==> src/design/asps_pkg.sv <==
// asps_pkg: shared types and constants of the air sensor poll sequencer
// no dependencies; used by asps_step, air_sensor_poll_sequencer, asps_checker and tb

package asps_pkg;

	// bus command kind
	typedef enum logic [1:0] {
		KIND_NONE  = 2'd0,
		KIND_WRITE = 2'd1,
		KIND_READ  = 2'd2
	} kind_t;

	// configuration register indexes
	localparam logic CFG_DEVICE_ADDRESS = 1'b0;
	localparam logic CFG_MEASURE_MODE   = 1'b1;
	localparam logic [7:0] MEASURE_MODE_RESET = 8'h20;

	// sensor register indexes and command bytes
	localparam logic [7:0] REG_STATUS     = 8'h00;
	localparam logic [7:0] REG_MEAS_MODE  = 8'h01;
	localparam logic [7:0] REG_ALG_RESULT = 8'h02;
	localparam logic [7:0] REG_ENV_DATA   = 8'h05;
	localparam logic [7:0] REG_FW_APP_VER = 8'h24;
	localparam logic [7:0] REG_ERROR_ID   = 8'hE0;
	localparam logic [7:0] CMD_APP_START  = 8'hF4;
	localparam logic [7:0] CMD_SW_RESET   = 8'hFF;

	// status byte decode
	localparam logic [7:0] STATUS_MASK      = 8'h99;
	localparam logic [7:0] STATUS_NO_DATA   = 8'h90;
	localparam logic [7:0] STATUS_DATA_RDY  = 8'h98;
	localparam logic [7:0] BOOT_MASK        = 8'h81;
	localparam logic [7:0] ERROR_BIT        = 8'h01;
	localparam logic [7:0] ERROR_STUCK      = 8'hFF;

	// temperature offset of 25 degrees in q9
	localparam logic signed [17:0] TEMP_OFFSET_Q9 = 18'sd12800;

	localparam int IN_BITS  = 68;
	localparam int OUT_BITS = 98;
	localparam int IN_BYTES_BITS  = 72;
	localparam int OUT_BYTES_BITS = 104;

	typedef struct packed {
		logic signed [16:0] temperature_q9;
		logic [15:0]        humidity_q9;
		logic [31:0]        rx_data;
		logic [2:0]         rx_count;
	} item_t;

	typedef struct packed {
		logic [15:0] firmware_version;
		logic [15:0] tvoc_ppb;
		logic [15:0] eco2_ppm;
		logic        wake_pin_setup;
		logic        yield_flag;
		logic [2:0]  read_length;
		logic [39:0] write_bytes;
		logic [2:0]  write_length;
		kind_t       txn_kind;
	} result_t;

endpackage

==> src/design/asps_step.sv <==
// asps_step: sequencer state, latched readings and the per-tick command decode
// depends on asps_pkg

module asps_step (
	input  logic               clk,
	input  logic               arst_n,
	input  logic               fire,
	input  asps_pkg::item_t    item,
	input  logic [7:0]         mode_byte,
	output asps_pkg::result_t  result
);

	typedef enum logic [3:0] {
		ST_SLEEP_END       = 4'd0,
		ST_APP_START       = 4'd1,
		ST_MODE_WRITE      = 4'd2,
		ST_SELECT_STATUS   = 4'd3,
		ST_START_RD_STATUS = 4'd4,
		ST_RD_STATUS       = 4'd5,
		ST_START_RD_MEAS   = 4'd6,
		ST_RD_MEAS         = 4'd7,
		ST_START_RD_FW     = 4'd8,
		ST_RD_FW           = 4'd9,
		ST_START_RD_ERR    = 4'd10,
		ST_RD_ERR          = 4'd11,
		ST_SWRESET         = 4'd12
	} state_t;

	state_t      state_q, state_nx;
	logic [15:0] fw_q, fw_nx;
	logic [15:0] eco2_q, eco2_nx;
	logic [15:0] tvoc_q, tvoc_nx;

	logic [7:0]         b0, b1;
	logic signed [17:0] temp_sum;
	logic [15:0]        temp_word;

	assign b0 = item.rx_data[31:24];
	assign b1 = item.rx_data[23:16];
	assign temp_sum = 18'(item.temperature_q9) + asps_pkg::TEMP_OFFSET_Q9;

	// clamp to 0..65535
	always_comb begin
		if (temp_sum < 0) begin
			temp_word = 16'h0000;
		end else if (temp_sum[17:16] != 2'b00) begin
			temp_word = 16'hFFFF;
		end else begin
			temp_word = temp_sum[15:0];
		end
	end

	always_comb begin
		state_nx = state_q;
		fw_nx    = fw_q;
		eco2_nx  = eco2_q;
		tvoc_nx  = tvoc_q;
		result.txn_kind       = asps_pkg::KIND_NONE;
		result.write_length   = 3'd0;
		result.write_bytes    = 40'd0;
		result.read_length    = 3'd0;
		result.yield_flag     = 1'b1;
		result.wake_pin_setup = 1'b0;
		case (state_q)
			ST_SLEEP_END: begin
				result.wake_pin_setup = 1'b1;
				result.yield_flag     = 1'b0;
				state_nx = ST_SELECT_STATUS;
			end
			ST_APP_START: begin
				result.txn_kind     = asps_pkg::KIND_WRITE;
				result.write_length = 3'd1;
				result.write_bytes  = {asps_pkg::CMD_APP_START, 32'd0};
				state_nx = ST_MODE_WRITE;
			end
			ST_MODE_WRITE: begin
				result.txn_kind     = asps_pkg::KIND_WRITE;
				result.write_length = 3'd2;
				result.write_bytes  = {asps_pkg::REG_MEAS_MODE, mode_byte, 24'd0};
				result.yield_flag   = 1'b0;
				state_nx = ST_SELECT_STATUS;
			end
			ST_SWRESET: begin
				result.txn_kind     = asps_pkg::KIND_WRITE;
				result.write_length = 3'd1;
				result.write_bytes  = {asps_pkg::CMD_SW_RESET, 32'd0};
				result.yield_flag   = 1'b0;
				state_nx = ST_SELECT_STATUS;
			end
			ST_SELECT_STATUS: begin
				result.txn_kind     = asps_pkg::KIND_WRITE;
				result.write_length = 3'd1;
				result.write_bytes  = {asps_pkg::REG_STATUS, 32'd0};
				state_nx = ST_START_RD_STATUS;
			end
			ST_START_RD_STATUS: begin
				result.txn_kind    = asps_pkg::KIND_READ;
				result.read_length = 3'd1;
				result.yield_flag  = 1'b0;
				state_nx = ST_RD_STATUS;
			end
			ST_RD_STATUS: begin
				// not a one-byte read: no command, stay
				if (item.rx_count == 3'd1) begin
					if ((b0 & asps_pkg::STATUS_MASK) == asps_pkg::STATUS_NO_DATA) begin
						result.txn_kind     = asps_pkg::KIND_WRITE;
						result.write_length = 3'd1;
						if (fw_q[15:8] == 8'd0) begin
							result.write_bytes = {asps_pkg::REG_FW_APP_VER, 32'd0};
							state_nx = ST_START_RD_FW;
						end else begin
							result.write_bytes = {asps_pkg::REG_STATUS, 32'd0};
							state_nx = ST_START_RD_STATUS;
						end
					end else if ((b0 & asps_pkg::STATUS_MASK) == asps_pkg::STATUS_DATA_RDY) begin
						result.txn_kind     = asps_pkg::KIND_WRITE;
						result.write_length = 3'd1;
						result.write_bytes  = {asps_pkg::REG_ALG_RESULT, 32'd0};
						state_nx = ST_START_RD_MEAS;
					end else if ((b0 & asps_pkg::BOOT_MASK) == 8'd0) begin
						result.txn_kind     = asps_pkg::KIND_WRITE;
						result.write_length = 3'd1;
						result.write_bytes  = {asps_pkg::CMD_APP_START, 32'd0};
						state_nx = ST_MODE_WRITE;
					end else if ((b0 & asps_pkg::ERROR_BIT) == asps_pkg::ERROR_BIT) begin
						result.txn_kind     = asps_pkg::KIND_WRITE;
						result.write_length = 3'd1;
						result.write_bytes  = {asps_pkg::REG_ERROR_ID, 32'd0};
						state_nx = ST_START_RD_ERR;
					end else begin
						state_nx = ST_SWRESET;
					end
				end
			end
			ST_START_RD_FW: begin
				result.txn_kind    = asps_pkg::KIND_READ;
				result.read_length = 3'd2;
				state_nx = ST_RD_FW;
			end
			ST_RD_FW: begin
				if (item.rx_count >= 3'd1) begin
					fw_nx[15:8] = b0;
				end
				if (item.rx_count >= 3'd2) begin
					fw_nx[7:0] = b1;
				end
				state_nx = ST_START_RD_STATUS;
			end
			ST_START_RD_ERR: begin
				result.txn_kind    = asps_pkg::KIND_READ;
				result.read_length = 3'd1;
				state_nx = ST_RD_ERR;
			end
			ST_RD_ERR: begin
				// an error id of all ones keeps the sequencer here
				if (item.rx_count == 3'd0 || b0 != asps_pkg::ERROR_STUCK) begin
					state_nx = ST_SWRESET;
				end
			end
			ST_START_RD_MEAS: begin
				result.txn_kind    = asps_pkg::KIND_READ;
				result.read_length = 3'd4;
				result.yield_flag  = 1'b0;
				state_nx = ST_RD_MEAS;
			end
			default: begin
				// read meas, also taken by unused codes
				if (item.rx_count == 3'd4) begin
					eco2_nx = item.rx_data[31:16];
					tvoc_nx = item.rx_data[15:0];
				end
				result.txn_kind     = asps_pkg::KIND_WRITE;
				result.write_length = 3'd5;
				result.write_bytes  = {asps_pkg::REG_ENV_DATA, item.humidity_q9, temp_word};
				state_nx = ST_SELECT_STATUS;
			end
		endcase
		result.eco2_ppm         = eco2_nx;
		result.tvoc_ppb         = tvoc_nx;
		result.firmware_version = fw_nx;
	end

	always_ff @(posedge clk or negedge arst_n) begin
		if (!arst_n) begin
			state_q <= ST_SLEEP_END;
			fw_q    <= 16'd0;
			eco2_q  <= 16'd0;
			tvoc_q  <= 16'd0;
		end else if (fire) begin
			state_q <= state_nx;
			fw_q    <= fw_nx;
			eco2_q  <= eco2_nx;
			tvoc_q  <= tvoc_nx;
		end
	end

	// sleep end is only left, never re-entered
	a_no_sleep_return: assert property (@(posedge clk) disable iff (!arst_n)
		fire && state_q != ST_SLEEP_END |=> state_q != ST_SLEEP_END)
		else $error("sequencer returned to sleep end");

	// the wake pulse comes with no bus command
	a_wake_no_cmd: assert property (@(posedge clk) disable iff (!arst_n)
		result.wake_pin_setup |-> result.txn_kind == asps_pkg::KIND_NONE)
		else $error("wake pulse with a bus command");

	// readings only change on a tick
	a_latch_hold: assert property (@(posedge clk) disable iff (!arst_n)
		!fire |=> $stable(eco2_q) && $stable(tvoc_q) && $stable(fw_q))
		else $error("latched reading changed without a tick");

endmodule

==> src/design/air_sensor_poll_sequencer.sv <==
// air_sensor_poll_sequencer: top level with input register, step logic and result register
// depends on asps_pkg and asps_step
// a tick accepted into the input register moves on to the result register, which drives
//   the command; throughput one tick per cycle while m_tready does not stall the output
// the sequencer state is read and updated as the tick leaves the input register
// reset (arst_n low): sequencer at sleep end, readings and firmware version zero,
//   mode byte 0x20, both pipeline stages empty

module air_sensor_poll_sequencer (
	input  logic         clk,
	input  logic         arst_n,
	// configuration write port
	input  logic         cfg_we,
	input  logic         cfg_index,
	input  logic [7:0]   cfg_data,
	// poll tick input
	input  logic         s_tvalid,
	output logic         s_tready,
	// rx_count[2:0], rx_data[34:3], humidity_q9[50:35], temperature_q9[67:51], zero fill
	input  logic [71:0]  s_tdata,
	// command output
	output logic         m_tvalid,
	input  logic         m_tready,
	// txn_kind[1:0], write_length[4:2], write_bytes[44:5], read_length[47:45],
	// yield_flag[48], wake_pin_setup[49], eco2_ppm[65:50], tvoc_ppb[81:66],
	// firmware_version[97:82], zero fill
	output logic [103:0] m_tdata
);

	// drive mode byte; the device address has no result field and is not held
	logic [7:0] mode_byte_q;

	// input stage
	logic            valid_s1;
	asps_pkg::item_t item_s1;

	// result stage
	logic              out_valid_q;
	asps_pkg::result_t res_q;
	asps_pkg::result_t res_nx;

	logic fire;      // tick moves from input stage into result register
	logic in_take;   // input transaction

	assign fire     = valid_s1 && (!out_valid_q || m_tready);
	assign s_tready = !valid_s1 || fire;
	assign in_take  = s_tvalid && s_tready;

	always_ff @(posedge clk or negedge arst_n) begin
		if (!arst_n) begin
			mode_byte_q <= asps_pkg::MEASURE_MODE_RESET;
		end else if (cfg_we && cfg_index == asps_pkg::CFG_MEASURE_MODE) begin
			mode_byte_q <= cfg_data;
		end
	end

	// input register
	always_ff @(posedge clk or negedge arst_n) begin
		if (!arst_n) begin
			valid_s1 <= 1'b0;
		end else if (s_tready) begin
			valid_s1 <= s_tvalid;
		end
	end

	always_ff @(posedge clk) begin
		if (in_take) begin
			item_s1 <= s_tdata[asps_pkg::IN_BITS-1:0];
		end
	end

	asps_step u_step (
		.clk       (clk),
		.arst_n    (arst_n),
		.fire      (fire),
		.item      (item_s1),
		.mode_byte (mode_byte_q),
		.result    (res_nx)
	);

	// result register, loads whenever it is empty or being drained
	always_ff @(posedge clk or negedge arst_n) begin
		if (!arst_n) begin
			out_valid_q <= 1'b0;
		end else if (!out_valid_q || m_tready) begin
			out_valid_q <= valid_s1;
		end
	end

	always_ff @(posedge clk) begin
		if (fire) begin
			res_q <= res_nx;
		end
	end

	assign m_tvalid = out_valid_q;
	assign m_tdata  = {{(asps_pkg::OUT_BYTES_BITS - asps_pkg::OUT_BITS){1'b0}}, res_q};

	// a pending result is never overwritten
	a_no_overwrite: assert property (@(posedge clk) disable iff (!arst_n)
		out_valid_q && !m_tready |-> !fire)
		else $error("result register overwritten while stalled");

	// lengths and bytes only go with their command kind
	a_kind_fields: assert property (@(posedge clk) disable iff (!arst_n)
		out_valid_q |->
			(res_q.txn_kind == asps_pkg::KIND_WRITE ||
				(res_q.write_length == 3'd0 && res_q.write_bytes == 40'd0)) &&
			(res_q.txn_kind == asps_pkg::KIND_READ || res_q.read_length == 3'd0))
		else $error("command fields do not match command kind");

	// a held tick is not lost from the input stage
	a_s1_hold: assert property (@(posedge clk) disable iff (!arst_n)
		valid_s1 && !fire |=> valid_s1)
		else $error("input stage dropped a tick");

endmodule

==> config.mk <==
export PLATFORM = sky130hd
export DESIGN_NAME = air_sensor_poll_sequencer
export DESIGN_NICKNAME = d
export VERILOG_FILES = /design/src/design/asps_pkg.sv /design/src/design/asps_step.sv /design/src/design/air_sensor_poll_sequencer.sv
export SDC_FILE = /design/constraint.sdc
export NUM_CORES = 1
export LEC_CHECK = 0
export BUFFER_PORTS_ARGS = -buffer_cell sky130_fd_sc_hd__buf_2
export CORE_UTILIZATION = 54
export DETAILED_ROUTE_END_ITERATION = 16
export HOLD_SLACK_MARGIN = 0.06
export PLACE_DENSITY = 0.76
export SETUP_SLACK_MARGIN = 0.02
export SLEW_MARGIN = 0
export SYNTH_ARGS = -nofsm -noshare
export SYNTH_HDL_FRONTEND = slang
export SYNTH_SLANG_ARGS = --single-unit
==> constraint.sdc <==
create_clock -name clk -period 3.25 [get_ports clk]
set_clock_uncertainty 0.15 [all_clocks]
set_input_delay 0 -clock clk [delete_from_list [all_inputs] [get_ports clk]]
set_output_delay 0 -clock clk [all_outputs]
set_load 0.03 [all_outputs]
[Yosys cells after proc, flatten, opt, wreduce, memory -nomap -nowiden]
Index checks and enable logic that the tools add are counted.
Word-level totals
  word-level logic and storage cells: 91
  register bits: 228
  input bits: 86
  output and inout port bits: 106
Cells by class
  reductions and logical operators: 21
  multiplexer cells: 28
  order comparisons: 3
  equal/unequal tests: 18
  add/sub/neg operators: 1
Operators with widths (count)
  case mux 43 bit (6 select lines): 1
  two-way mux 45 bit: 5
  two-way mux 16 bit: 7
  two-way mux 38 bit: 1
  case mux 4 bit (8 select lines): 1
  equality test 4 bit (second input constant): 7
  two-way mux 4 bit: 6
  adder 17 x 15 -> 18 bit (second input constant): 1
  less-than comparator 18 x 1 -> 1 bit (second input constant): 1
  logical NOT 8 bit: 2
  two-way mux 8 bit: 2
  equality test 4 x 3 -> 1 bit (second input constant): 3
  OR reduction 12 bit: 1
  case mux 3 bit (3 select lines): 1
  equality test 4 x 2 -> 1 bit (second input constant): 2
  != test 8 bit (second input constant): 1
  OR reduction 7 bit: 1
  case mux 2 bit (3 select lines): 1
  OR reduction 5 bit: 1
  equality test 4 x 1 -> 1 bit (second input constant): 1
  logical NOT 4 bit: 1
  != test 2 x 1 -> 1 bit (second input constant): 2
  OR reduction 2 bit: 2
  OR reduction 4 bit: 1
  other kinds (13): 19

[Logic depth before layout (Yosys ltp)]
  word-level depth: 6
  mapped depth: 8
  gate-level depth less buffers: 6

[Modules after synthesis]
From an unflattened synthesis, not the netlist that was laid out.
Unflattened totals
  cell total of the unflattened synthesis: 502
  area, all modules: 9086.2 sq um
Modules (own cells, without submodules)
  air_sensor_poll_sequencer: area an instance 5420.2 sq um, cells each 198, sequential area each 5236.3 sq um, times used 1
  asps_step: area an instance 3666.0 sq um, cells each 304, sequential area each 1301.2 sq um, times used 1

[Least setup slack after synthesis]
OpenSTA, ideal clock, no wires.
  path kind: reg-to-reg
  start: register out_valid_q (netlist: m_tvalid)
  end: register u_step.eco2_q[10]
  data required time: 2.975 ns
  clock period less this slack: 3.188 ns
  setup slack: 0.062 ns
  stages on the path, launching flop included: 8
  buffers on the path: 3
  arrival: 2.913 ns
  library setup time: 0.125 ns
  cells stage by stage: dfrtp_1 -> nand2b_4 -> and2_1 -> buf_2 -> nor2b_2 -> buf_6 -> buf_6 -> mux2_2
Between the ends
  cells in the longest elaborated chain, start to end: 3
RTL lines
  from (decl): line air_sensor_poll_sequencer.sv:38  | logic out_valid_q;
  from (signal assigned): line air_sensor_poll_sequencer.sv:86  | out_valid_q <= valid_s1;
  logical NOT 1 bit: line air_sensor_poll_sequencer.sv:45  | assign fire = valid_s1 && (!out_valid_q || m_tready);
  logical OR 1 bit: line air_sensor_poll_sequencer.sv:45
  logical AND 1 bit: line air_sensor_poll_sequencer.sv:45
  named net fire: line air_sensor_poll_sequencer.sv:42  | logic fire;
  to (signal assigned): line asps_step.sv:192  | eco2_q <= eco2_nx;
  to (decl): line asps_step.sv:31  | logic [15:0] eco2_q, eco2_nx;
The timed path passes the listed nets, and every way through them passes these cells.
A chain may end at the register's enable or synchronous reset.

[Worst setup path in the final report]
  start: register u_step.state_q[0]
  end: register u_step.eco2_q[3]
Between the ends
  cells in the longest elaborated chain, start to end: 3
  elaborated cells on any way between the ends: 14
  classes of those cells: 11 x eq/ne; 1 x mux; 2 x reduce/logical
RTL lines
  from (decl): line asps_step.sv:29  | state_t state_q, state_nx;
  from (signal assigned): line asps_step.sv:190  | state_q <= state_nx;
  equality test 4 x 1 -> 1 bit (tied with other cells): line asps_step.sv:64  | case (state_q)
  OR reduction 12 bit (no line) (*)
  two-way mux 16 bit (*): line asps_step.sv:64
Mark *: on every way between the ends. The rest lies on a longest branch, timed or not.

==> impl_metrics.yaml <==
status:
  status: "completed"
sta:
  timing.slew.headroom_pct: 33.3
  rsz0062_at_grt: "false"
  tightest_slew_ns: 1.00
  hold_violations: 0
  period_share_pct: 76.6
  setup_viol: 0
  max_freq_mhz: 402
  slew_violations: 0
  fin_tns_setup_ns: 0
  min_period_ns: 2.49
power_and_ir_drop:
  p_leak_nw: 5.06
  powerDensity_nw_per_um2: 772
  peakVddDrop_uv: 485
floorplanning:
  rows: 46
  core_um2: 15900
  dieArea_um2: 16800
  ios: 192
  die_y_um: 130
  initial_core_util_pct: 55.4
  die_w_um: 130
layout:
  drive_above_1_share_pct: 38.0
  fillCellCount: 978
  final_util_pct: 76.3
  layout.nets: 919
  area_growth_pct: 37.7
  stdcell_count: 1067
setup_path:
  cp_max_fo: 27
  worstPathArrival_ns: 2.72
  cp-end-kind: "flop"
  required_ns: 3.48
  crit_type: "reg2reg"
  critPathLaunchType: "flop"
clock_network:
  cts_hold_buf: 140
  clock_latency_ns: 0.50
  cts.sinks: 227
  post_cts_resized: 0
  clock_path_buffers: 3
  htreeDepth: 1
  clkTransAtPathRegs_ns: 0.06
  cts_setup_buffers: 0
  root_buffer: "clkbuf_16"
  cts_buffers: 24
  cts_tree: "built"
global_route:
  gr-total-overflow: 0
  antenna_found_initial: 1
  grt_max_degree: 100
  grt_pass1_vias: 5642
  grt_usage_pct: 23.8
  grt_pass1_wl_um: 30100
placement:
  dp_hpwl_um: 10500
  gp_congestion: 0.875
  port_buffers: 181
  dp_cells: 881
yosys:
  syn_inst: 501
  ys_ff_latch: 227
  synth.top_cell.area_share_pct: 56.3
  async_flop_share_pct: 27.3
  yosys.area.top_type: "edfxtp_1"
  synth_cell_type_count: 52
  avgSynthCellArea_um2: 17.6
  synth.area.top_cells: "edfxtp_1, dfrtp_1, mux2_2"
  seq_area_frac_synth_pct: 73.9
  ys.flop_type: "edfxtp_1"
  synth_area_um2: 8800
  ys_warn_count: 0
  synth_edf_count: 165
drt:
  drt-vias-per-instance: 5.21
  routed_wl_um: 19800
  wl_per_cell_um: 18.5
  drc: 0
  drt_iter0_markers: 347
  firstDrtPassIters: 5
  postRouteAntennaNets: 0
  dr_total_vias: 5561
worst_hold_path:
  hold_class: "in2reg"
flow_run:
  max_cap_viol_count: 0
## report_power, final
group	internal, W	switching (W)	total, W	leakage, nW
Clock	0.00170	0.00107	0.00277	0.399
Sequential	0.00392	0.000362	0.00428	2.40
Combinational	0.000976	0.00133	0.00231	2.26
## cell usage after synthesis (3+ instances only)
cell        n
o21a_1     10
buf_4       8
nand2_1    11
buf_2       7
clkbuf_1    8
a21oi_1    11
a22o_1      8
nor2b_1     4
dfrtp_1    61
edfxtp_1  165
a21o_1      3
buf_6       4
xnor2_1     5
and2_1     12
nor3_1      4
nand2b_1    7
mux2_2     85
mux2_1     20
o21ai_0    12
nor2_1     14
## worst max-delay path: stages (launching register included)
cell	delay [ns]
dfrtp_1	0.70
o21ai_1	0.18
a21oi_2	0.20
nand3_2	0.13
nor2b_4	0.21
buf_4	0.40
mux2_2	0.39
## path summary, 6_finish.rpt
| path | depth (start not counted) | slack (ns) | startpoint | endpoint |
|---|---|---|---|---|
| worst max-delay path | 6 | 0.76 | u_step.state_q[0]$_DFFE_PN0P_ | u_step.eco2_q[3]$_DFFE_PN0P_ |
| worst min-delay path | 2 | 0.06 | s_tdata[33] | item_s1[33]$_DFFE_PP_ |
| worst max register to register | 6 | 0.76 | u_step.state_q[0]$_DFFE_PN0P_ | u_step.eco2_q[3]$_DFFE_PN0P_ |
| worst min register to register | 1 | 0.33 | u_step.tvoc_q[1]$_DFFE_PN0P_ | u_step.tvoc_q[1]$_DFFE_PN0P_ |
| max in group asynchronous | 4 | 2.02 | arst_n | u_step.tvoc_q[14]$_DFFE_PN0P_ |
| min in group asynchronous | 3 | 0.46 | arst_n | mode_byte_q[5]$_DFFE_PN1P_ |
## area by class of cell
class                   instances  area [um^2]  area share, %
well taps                     216          270           2.23
clock inverters                 6         77.6          0.640
flip-flops and latches        227         6510           53.7
diodes                          1         2.50         0.0206
inverters                       3         11.3         0.0929
clock buffers                  38          734           6.06
multi-input cells             249         2140           17.7
repair buffers                327         2380           19.6
## routing by layer
metal / track usage, % / vias to the layer above / share of wire [%]
met4: 8.96 / 0 / 3.2
met2: 42.7 / 227 / 53
met3: 4.00 / 53 / 5.3
met1: 28.8 / 2724 / 39
met5: 0 / - / 0
li1: - / 2557 / -
## kinds of logic (layout without fill, tap and decap cells)
| kind of cell | Yosys count | after routing | share of synthesized area (%) |
|---|---|---|---|
| buf+inv | 30 | 374 | 2.06 |
| xor+xnor | 7 | 7 | 0.697 |
| flops | 227 | 227 | 73.9 |
| fa+ha+maj | 1 | 1 | 0.142 |
| other cells | 1 | 7 | 0.0426 |
| mux | 105 | 105 | 13.4 |
| compound gates | 57 | 57 | 4.49 |
| simple gates | 73 | 73 | 5.20 |
## state kept, by name, summed over array words and instances, names as in the netlist
name,cells
u_step.tvoc_q,16
u_step.fw_q,16
u_step.state_q,4
u_step.eco2_q,16
item_s1,68
m_tvalid,1
m_tdata,97
mode_byte_q,8
valid_s1,1
## cell usage in the layout, fill, tap and decap left out, types with 7 or more instances in the layout
| cell type | netlist | final |
|---|---|---|
| nand2_1 | 11 | 11 |
| dfrtp_1 | 61 | 61 |
| mux2_2 | 85 | 85 |
| nor2_1 | 14 | 14 |
| mux2_1 | 20 | 20 |
| dlygate4sd3_1 | 0 | 140 |
| clkbuf_1 | 8 | 7 |
| edfxtp_1 | 165 | 165 |
| a22o_1 | 8 | 8 |
| and2_1 | 12 | 10 |
| nand2b_1 | 7 | 7 |
| o21ai_0 | 12 | 12 |
| o21a_1 | 10 | 10 |
| buf_2 | 7 | 181 |
| clkbuf_16 | 0 | 25 |
| a21oi_1 | 11 | 11 |
## stage by stage
step / setup slack [ns] / cell area (um^2) / hold WS [ns] / total power (W)
after floorplan: 0.0619 / 8820 / -0.446 / 0.00585
after global placement: 0.840 / 9890 / -0.0767 / 0.00633
after detailed placement: 0.773 / 9890 / -0.0598 / 0.00643
after CTS: 0.749 / 12100 / 0.0606 / 0.00936
after global routing: 0.615 / 12100 / 0.0613 / 0.00974
final: 0.760 / 12100 / 0.0586 / 0.00936
No activity file was read; power rests on OpenSTA's default activity.
